===== src/altitude_palette_colormap_defines.svh =====
// assertion macros shared by the colormap block
`ifndef ALTITUDE_PALETTE_COLORMAP_DEFINES_SVH
`define ALTITUDE_PALETTE_COLORMAP_DEFINES_SVH

// same-cycle implication, checked outside reset
`define APC_ASSERT_IMP(lbl, clk, rst, ante, cons, msg) \
  lbl: assert property (@(posedge clk) disable iff (rst) (ante) |-> (cons)) \
    else $error(msg);

// next-cycle implication, checked outside reset
`define APC_ASSERT_NEXT(lbl, clk, rst, ante, cons, msg) \
  lbl: assert property (@(posedge clk) disable iff (rst) (ante) |=> (cons)) \
    else $error(msg);

`endif


===== src/apc_pkg.sv =====
package apc_pkg;

  // register indexes on the configuration port
  localparam logic [2:0] REG_MAX_HEIGHT    = 3'd0;
  localparam logic [2:0] REG_COLOR_DEEP    = 3'd1;
  localparam logic [2:0] REG_COLOR_SHALLOW = 3'd2;
  localparam logic [2:0] REG_COLOR_LEVEL   = 3'd3;
  localparam logic [2:0] REG_COLOR_MID     = 3'd4;
  localparam logic [2:0] REG_COLOR_PEAK    = 3'd5;

  localparam int HEIGHT_W = 16;
  localparam int COLOR_W  = 24;
  localparam int CHAN_W   = 8;
  localparam int CHANNELS = 3;

  // one quotient bit per cell of the divider chain
  localparam int DIV_STEPS = 16;

  // accept edge to strobe cycle: front stage, divider cells, two blend stages
  localparam int LATENCY = DIV_STEPS + 3;

  // state handed from cell to cell
  typedef struct packed {
    logic                valid;
    logic                neg;
    logic                outer;
    logic                sat;
    logic [HEIGHT_W-1:0] rem;
    logic [HEIGHT_W-1:0] quot;
  } cell_t;

endpackage


===== src/altitude_palette_colormap.sv =====
// altitude palette colormap: signed altitude in, blended RGB888 colour out
//
// request channel: altitude is taken at a rising edge with start high and
// busy low. busy is never raised, so one request may enter every cycle.
// result channel: rgb_color is shown for one cycle with done high; it is
// taken at the edge that ends that cycle and cannot be held off.
// pipeline: a request passes through one stage for magnitude and segment,
// sixteen divider cells (one quotient bit each), a multiply stage and an
// add stage.
// throughput: one request per cycle, set by the chain of divider cells.
// configuration: cfg_we writes cfg_data into register cfg_index (0 max
// height, 1 deep, 2 shallow, 3 level, 4 mid, 5 peak); the user must make writes
// only while no request is in flight, the block does not enforce it. other indexes are ignored.
// reset: rst, synchronous, empties the pipeline and sets max height to one
// and all colours to black.
`include "altitude_palette_colormap_defines.svh"

module altitude_palette_colormap
  import apc_pkg::*;
(
  input  logic                       clk,
  input  logic                       rst,
  input  logic                       start,
  output logic                       busy,
  input  logic signed [HEIGHT_W-1:0] altitude,
  input  logic                       cfg_we,
  input  logic [2:0]                 cfg_index,
  input  logic [COLOR_W-1:0]         cfg_data,
  output logic                       done,
  output logic [COLOR_W-1:0]         rgb_color
);

  logic [HEIGHT_W-1:0] max_height;
  logic [COLOR_W-1:0]  color_deep;
  logic [COLOR_W-1:0]  color_shallow;
  logic [COLOR_W-1:0]  color_level;
  logic [COLOR_W-1:0]  color_mid;
  logic [COLOR_W-1:0]  color_peak;
  logic [HEIGHT_W-1:0] mx;
  logic                accept;
  cell_t               stage [DIV_STEPS+1];

  assign busy   = 1'b0;
  assign accept = start && !busy;

  // a zero max height acts as one
  assign mx = (max_height == '0) ? HEIGHT_W'(1) : max_height;

  // configuration registers
  always_ff @(posedge clk) begin
    if (rst) begin
      max_height    <= HEIGHT_W'(1);
      color_deep    <= '0;
      color_shallow <= '0;
      color_level   <= '0;
      color_mid     <= '0;
      color_peak    <= '0;
    end else if (cfg_we) begin
      case (cfg_index)
        REG_MAX_HEIGHT:    max_height    <= cfg_data[HEIGHT_W-1:0];
        REG_COLOR_DEEP:    color_deep    <= cfg_data;
        REG_COLOR_SHALLOW: color_shallow <= cfg_data;
        REG_COLOR_LEVEL:   color_level   <= cfg_data;
        REG_COLOR_MID:     color_mid     <= cfg_data;
        REG_COLOR_PEAK:    color_peak    <= cfg_data;
        default: ;
      endcase
    end
  end

  apc_front u_front (
    .clk      (clk),
    .rst      (rst),
    .accept   (accept),
    .altitude (altitude),
    .mx       (mx),
    .dout     (stage[0])
  );

  // divider chain, one quotient bit per cell
  for (genvar g = 0; g < DIV_STEPS; g++) begin : g_cell
    apc_cell u_cell (
      .clk  (clk),
      .rst  (rst),
      .din  (stage[g]),
      .mx   (mx),
      .dout (stage[g+1])
    );
  end

  apc_blend u_blend (
    .clk           (clk),
    .rst           (rst),
    .din           (stage[DIV_STEPS]),
    .color_deep    (color_deep),
    .color_shallow (color_shallow),
    .color_level   (color_level),
    .color_mid     (color_mid),
    .color_peak    (color_peak),
    .done          (done),
    .rgb_color     (rgb_color)
  );

  // every request gives exactly one result after the fixed latency
  `APC_ASSERT_IMP(a_req_gives_result, clk, rst, accept, ##LATENCY done, "request lost")
  `APC_ASSERT_IMP(a_result_has_req, clk, rst, done, $past(accept, LATENCY), "spurious result")
  `APC_ASSERT_NEXT(a_front_follows_req, clk, rst, accept, stage[0].valid, "front stage missed")

endmodule


===== src/apc_front.sv =====
module apc_front
  import apc_pkg::*;
(
  input  logic                       clk,
  input  logic                       rst,
  input  logic                       accept,
  input  logic signed [HEIGHT_W-1:0] altitude,
  input  logic        [HEIGHT_W-1:0] mx,
  output cell_t                      dout
);

  logic                neg;
  logic [HEIGHT_W-1:0] mag;
  logic [HEIGHT_W:0]   twice;
  logic                outer;
  logic [HEIGHT_W:0]   num;
  logic                sat;

  // magnitude, segment pick and saturation test
  always_comb begin
    neg   = altitude[HEIGHT_W-1];
    mag   = neg ? (HEIGHT_W'(0) - altitude) : altitude;
    twice = {mag, 1'b0};
    outer = twice >= {1'b0, mx};
    num   = outer ? (twice - {1'b0, mx}) : twice;
    sat   = num >= {1'b0, mx};
  end

  always_ff @(posedge clk) begin
    if (rst) begin
      dout.valid <= 1'b0;
    end else begin
      dout.valid <= accept;
    end
    dout.neg   <= neg;
    dout.outer <= outer;
    dout.sat   <= sat;
    dout.rem   <= sat ? '0 : num[HEIGHT_W-1:0];
    dout.quot  <= '0;
  end

endmodule


===== src/apc_cell.sv =====
module apc_cell
  import apc_pkg::*;
(
  input  logic                clk,
  input  logic                rst,
  input  cell_t               din,
  input  logic [HEIGHT_W-1:0] mx,
  output cell_t               dout
);

  logic [HEIGHT_W:0] shifted;
  logic              ge;

  // one restoring division step
  always_comb begin
    shifted = {din.rem, 1'b0};
    ge      = shifted >= {1'b0, mx};
  end

  always_ff @(posedge clk) begin
    if (rst) begin
      dout.valid <= 1'b0;
    end else begin
      dout.valid <= din.valid;
    end
    dout.neg   <= din.neg;
    dout.outer <= din.outer;
    dout.sat   <= din.sat;
    dout.rem   <= ge ? HEIGHT_W'(shifted - {1'b0, mx}) : shifted[HEIGHT_W-1:0];
    dout.quot  <= {din.quot[HEIGHT_W-2:0], ge};
  end

endmodule


===== src/apc_blend.sv =====
module apc_blend
  import apc_pkg::*;
(
  input  logic               clk,
  input  logic               rst,
  input  cell_t              din,
  input  logic [COLOR_W-1:0] color_deep,
  input  logic [COLOR_W-1:0] color_shallow,
  input  logic [COLOR_W-1:0] color_level,
  input  logic [COLOR_W-1:0] color_mid,
  input  logic [COLOR_W-1:0] color_peak,
  output logic               done,
  output logic [COLOR_W-1:0] rgb_color
);

  localparam int W_W    = HEIGHT_W + 1;
  localparam int DIFF_W = CHAN_W + 1;
  localparam int PROD_W = W_W + 1 + DIFF_W;
  localparam int SUM_W  = PROD_W - HEIGHT_W;

  logic [W_W-1:0]     w;
  logic [COLOR_W-1:0] c1;
  logic [COLOR_W-1:0] c2;
  logic signed [DIFF_W-1:0] diff [CHANNELS];
  logic signed [PROD_W-1:0] prod [CHANNELS];

  logic                     valid_a;
  logic signed [PROD_W-1:0] prod_a [CHANNELS];
  logic [CHAN_W-1:0]        base_a [CHANNELS];
  logic signed [SUM_W-1:0]  sum    [CHANNELS];
  logic [COLOR_W-1:0]       rgb_next;

  // weight and stop colours of the chosen segment
  always_comb begin
    w = din.sat ? W_W'(1) << HEIGHT_W : {1'b0, din.quot};
    if (din.neg) begin
      c1 = din.outer ? color_shallow : color_level;
      c2 = din.outer ? color_deep : color_shallow;
    end else begin
      c1 = din.outer ? color_mid : color_level;
      c2 = din.outer ? color_peak : color_mid;
    end
    for (int i = 0; i < CHANNELS; i++) begin
      diff[i] = $signed({1'b0, c2[i*CHAN_W +: CHAN_W]})
              - $signed({1'b0, c1[i*CHAN_W +: CHAN_W]});
      prod[i] = $signed({2'b00, w}) * diff[i];
    end
  end

  // register the products
  always_ff @(posedge clk) begin
    if (rst) begin
      valid_a <= 1'b0;
    end else begin
      valid_a <= din.valid;
    end
    for (int i = 0; i < CHANNELS; i++) begin
      prod_a[i] <= prod[i];
      base_a[i] <= c1[i*CHAN_W +: CHAN_W];
    end
  end

  // start colour plus the floored weighted step
  always_comb begin
    for (int i = 0; i < CHANNELS; i++) begin
      sum[i] = $signed({{(SUM_W-CHAN_W){1'b0}}, base_a[i]})
             + $signed(prod_a[i][PROD_W-1:HEIGHT_W]);
      rgb_next[i*CHAN_W +: CHAN_W] = sum[i][CHAN_W-1:0];
    end
  end

  always_ff @(posedge clk) begin
    if (rst) begin
      done <= 1'b0;
    end else begin
      done <= valid_a;
    end
    rgb_color <= rgb_next;
  end

endmodule


===== config.mk =====
export PLATFORM = sky130hd
export DESIGN_NAME = altitude_palette_colormap
export DESIGN_NICKNAME = d
export VERILOG_FILES = /design/src/apc_pkg.sv /design/src/altitude_palette_colormap.sv /design/src/apc_front.sv /design/src/apc_cell.sv /design/src/apc_blend.sv
export VERILOG_INCLUDE_DIRS = /design/src /design/src/src
export SDC_FILE = /design/constraint.sdc
export NUM_CORES = 2
export LEC_CHECK = 0
export ABC_AREA = 1
export BUFFER_PORTS_ARGS = -buffer_cell sky130_fd_sc_hd__buf_2
export CORE_AREA = 8 8 409 411
export DETAILED_ROUTE_END_ITERATION = 16
export DIE_AREA = 0 0 417 419
export PLACE_DENSITY = 0.41
export SYNTH_ARGS = -nofsm -noshare
export SYNTH_HDL_FRONTEND = slang
export SYNTH_SLANG_ARGS = --single-unit

===== constraint.sdc =====
create_clock -name clk -period 19.1 [get_ports clk]
set_clock_uncertainty 0.2 [all_clocks]
set_input_delay 4.775 -clock clk [delete_from_list [all_inputs] [get_ports clk]]
set_output_delay 4.775 -clock clk [all_outputs]
set_load 0.01 [all_outputs]

==> flow_metrics.py <==
metrics = {
    "floorplan": {
        "rows": 148,
        "start_util_pct": 29.6,
        "dieHeight_um": 419,
        "core_area_sq_um": 161000,
        "io_pins": 73,
        "die-area_sq_um": 175000,
        "die_x_um": 417,
    },
    "logic_synthesis": {
        "ys.flop_type": "dfxtp_1",
        "ys_types": 51,
        "syn_nets": 7040,
        "seq_area_frac_synth_pct": 28.1,
        "yosysTopAreaCell": "dfxtp_1",
        "ys_warn_count": 0,
        "synthArstFlopShare_pct": 0,
        "synth_edf_count": 0,
        "synth_top_cell_area_share_pct": 28.1,
        "syn_inst": 6168,
        "yosys_register_bits": 670,
        "syn_avg_cell_area_sq_um": 7.75,
        "synth_area_leaders": "dfxtp_1 28%, fa_1 14%, ha_1 13%, nand2_1 9.7%, nor2_1 6.6%",
        "synthesis.area_sq_um": 47800,
    },
    "grt": {
        "grt_pass1_vias": 40257,
        "grt_usage_pct": 17.3,
        "antenna_found_initial": 3,
        "grt_pass1_wl_um": 236000,
        "grt_max_degree": 84,
        "grt-ovfl-total": 0,
    },
    "critical_path": {
        "end_kind": "register",
        "critPathMaxStageDelay_ns": 0.38,
        "crit_slowest_cell": "ha_1",
        "cp_num_buf_inv": 7,
        "critPathLaunchType": "input pin",
        "worstPathArrival_ns": 9.64,
        "critical_path.top_delay_family": "simple AND/OR/NAND/NOR gates",
        "critPathKind": "input pin to register",
        "crit_fanout": 27,
        "cp_data_required_time_ns": 19.50,
        "worst_path_most_repeated_cell": "inv_1",
    },
    "placement": {
        "gp_congestion": 0.824,
        "portBuffers": 71,
        "hpwl_um": 114000,
        "place_area_sq_um": 50500,
        "pre_cts_slack_ns": 9.13,
    },
    "hold_path": {
        "min_path_type": "register to register",
    },
    "drt": {
        "drc": 0,
        "first_pass_iters": 7,
        "via_count": 39644,
        "routedWlPerCell_um": 18.2,
        "via_per_inst": 4.70,
        "routed_wl_um": 154000,
        "drt-initial-drc-count": 2327,
        "postRouteAntennaNets": 0,
    },
    "layout": {
        "drive_above_1_share_pct": 5.00,
        "area_growth_syn_to_layout_pct": 11.6,
        "n_fill_cell": 17281,
        "fin_nets": 7068,
        "fin_area_sq_um": 53300,
    },
    "clock_network": {
        "hold_buffers": 0,
        "post_cts_buffers": 0,
        "htree_levels": 3,
        "clkTransAtPathRegs_ns": 0.06,
        "clock_latency_ns": 0.68,
        "clockBufferDepth": 3,
        "numCtsBuffers": 81,
        "tritoncts": "yes",
        "cts_resized": 0,
        "cts_root_buffer": "clkbuf_16",
        "cts.sink_count": 670,
    },
    "sta": {
        "slew_violations": 0,
        "hold_viol_final": 0,
        "tns_ns": 0,
        "finalSetupViolCount": 0,
        "holdWs_ns": 0.112,
        "fmax_mhz": 108,
        "worstMarginPinSlew_ns": 1.15,
        "layout_min_cycle_time_ns": 9.24,
        "rsz0062_at_grt": "false",
        "slew_headroom_pct": 23.4,
        "setup_ws_ns": 9.86,
        "final.period_utilization_pct": 48.4,
    },
    "outcome": {
        "status": "finished clean",
    },
    "flow_run": {
        "drv_cap": 0,
    },
}
-- state kept, by name, indices dropped and copies added (netlist names) --
| signal | count |
|---|---|
| max_height | 16 |
| u_blend.rgb_color | 24 |
| color_deep | 24 |
| u_blend.prod_a | 24 |
| color_shallow | 24 |
| color_level | 24 |
| u_front.dout | 20 |
| color_mid | 24 |
| u_blend.base_a | 24 |
| u_blend.done | 1 |
| g_cell.u_cell.dout | 440 |
| u_blend.valid_a | 1 |
| color_peak | 24 |
-- cells by family after synthesis --
group                      Yosys count  share of synthesized area, %
adders and majority gates          825                          26.9
buffers and inverters              866                          7.01
muxes                                3                        0.0628
and+or+nand+nor                   2416                          20.3
AOI/OAI and AO/OA                 1109                          12.6
DFF                                670                          28.1
other                                1                       0.00785
xor gates and xnor gates           278                          5.09
-- layout make-up --
| class | count | area, sq um | area share (%) |
|---|---|---|---|
| Antenna cell | 3 | 7.51 | 0.0141 |
| Inverter | 686 | 2580 | 4.83 |
| Tap cell | 2175 | 2720 | 5.10 |
| Timing Repair Buffer | 125 | 761 | 1.43 |
| Clock inverter | 39 | 524 | 0.983 |
| Sequential cell | 670 | 13400 | 25.2 |
| Multi-Input combinational cell | 4632 | 31000 | 58.2 |
| Clock buffer | 111 | 2290 | 4.29 |
-- metrics by stage --
step	util (%)	instances
after detailed placement	31.3	8288
after global routing	33.1	8439
after CTS	33.1	8438
after global placement	31.3	8288
final	33.1	8441
after floorplan	-	6168
-- placed cells by master (no fill, tap or decap), types with 62 or more instances in the layout --
master	instances
a21o_1	62
nand2_1	1231
fa_1	337
buf_2	71
nand3_1	168
inv_1	676
xnor2_1	173
ha_1	488
clkbuf_16	81
a21oi_1	372
dfxtp_1	668
xor2_1	105
o21ai_0	545
nor2_1	841
-- worst register-to-register path, delay by kind of cell, from the launching register on --
kind	cells	cell delay [ns]
xor gates and xnor gates	1	0.16
adders and majority gates	8	3.46
buffers and inverters	8	1.42
DFF	1	0.31
AOI/OAI and AO/OA	6	1.24
and+or+nand+nor	11	1.34
-- layer usage --
| layer | track usage, % | share of wire [%] |
|---|---|---|
| met1 | 20.9 | 43 |
| met2 | 31.6 | 50 |
| met3 | 1.90 | 3.2 |
| met4 | 6.60 | 3.7 |
| met5 | 0 | 0 |
-- synth_stat cells (all sizes together) (2+ instances only) --
cell type	count
nand3	170
ha	488
dfxtp	670
inv	681
a31o	14
clkinv	5
o211a	2
o21bai	24
o31ai	5
nand2	1237
nand3b	9
and2	3
a211oi	23
fa	337
clkbuf	134
nor3b	2
xor2	105
o211ai	3
and3	11
buf	46
a21oi	372
o22ai	13
a31oi	13
mux2i	3
nor4	31
nor3	36
nor2	856
nand4	53
o21ai	553
xnor2	173
or2	7
a21o	62
o21a	22
-- worst paths after layout --
| check | depth (start not counted) | slack [ns] | end | startpoint |
|---|---|---|---|---|
| setup / recovery | 31 | 9.86 | u_front.dout[17]$_SDFF_PP0_ | altitude[0] |
| hold / removal | 0 | 0.11 | g_cell[10].u_cell.dout[2]$_DFF_P_ | g_cell[9].u_cell.dout[1]$_DFF_P_ |
| setup reg to reg | 34 | 10.84 | u_blend.prod_a[0][47]$_DFF_P_ | g_cell[15].u_cell.dout[33]$_DFF_P_ |
| hold reg to reg | 0 | 0.11 | g_cell[10].u_cell.dout[2]$_DFF_P_ | g_cell[9].u_cell.dout[1]$_DFF_P_ |
Power is not shown: default switching activity piles up to over one toggle a cycle in this logic, so the estimate is an artifact.
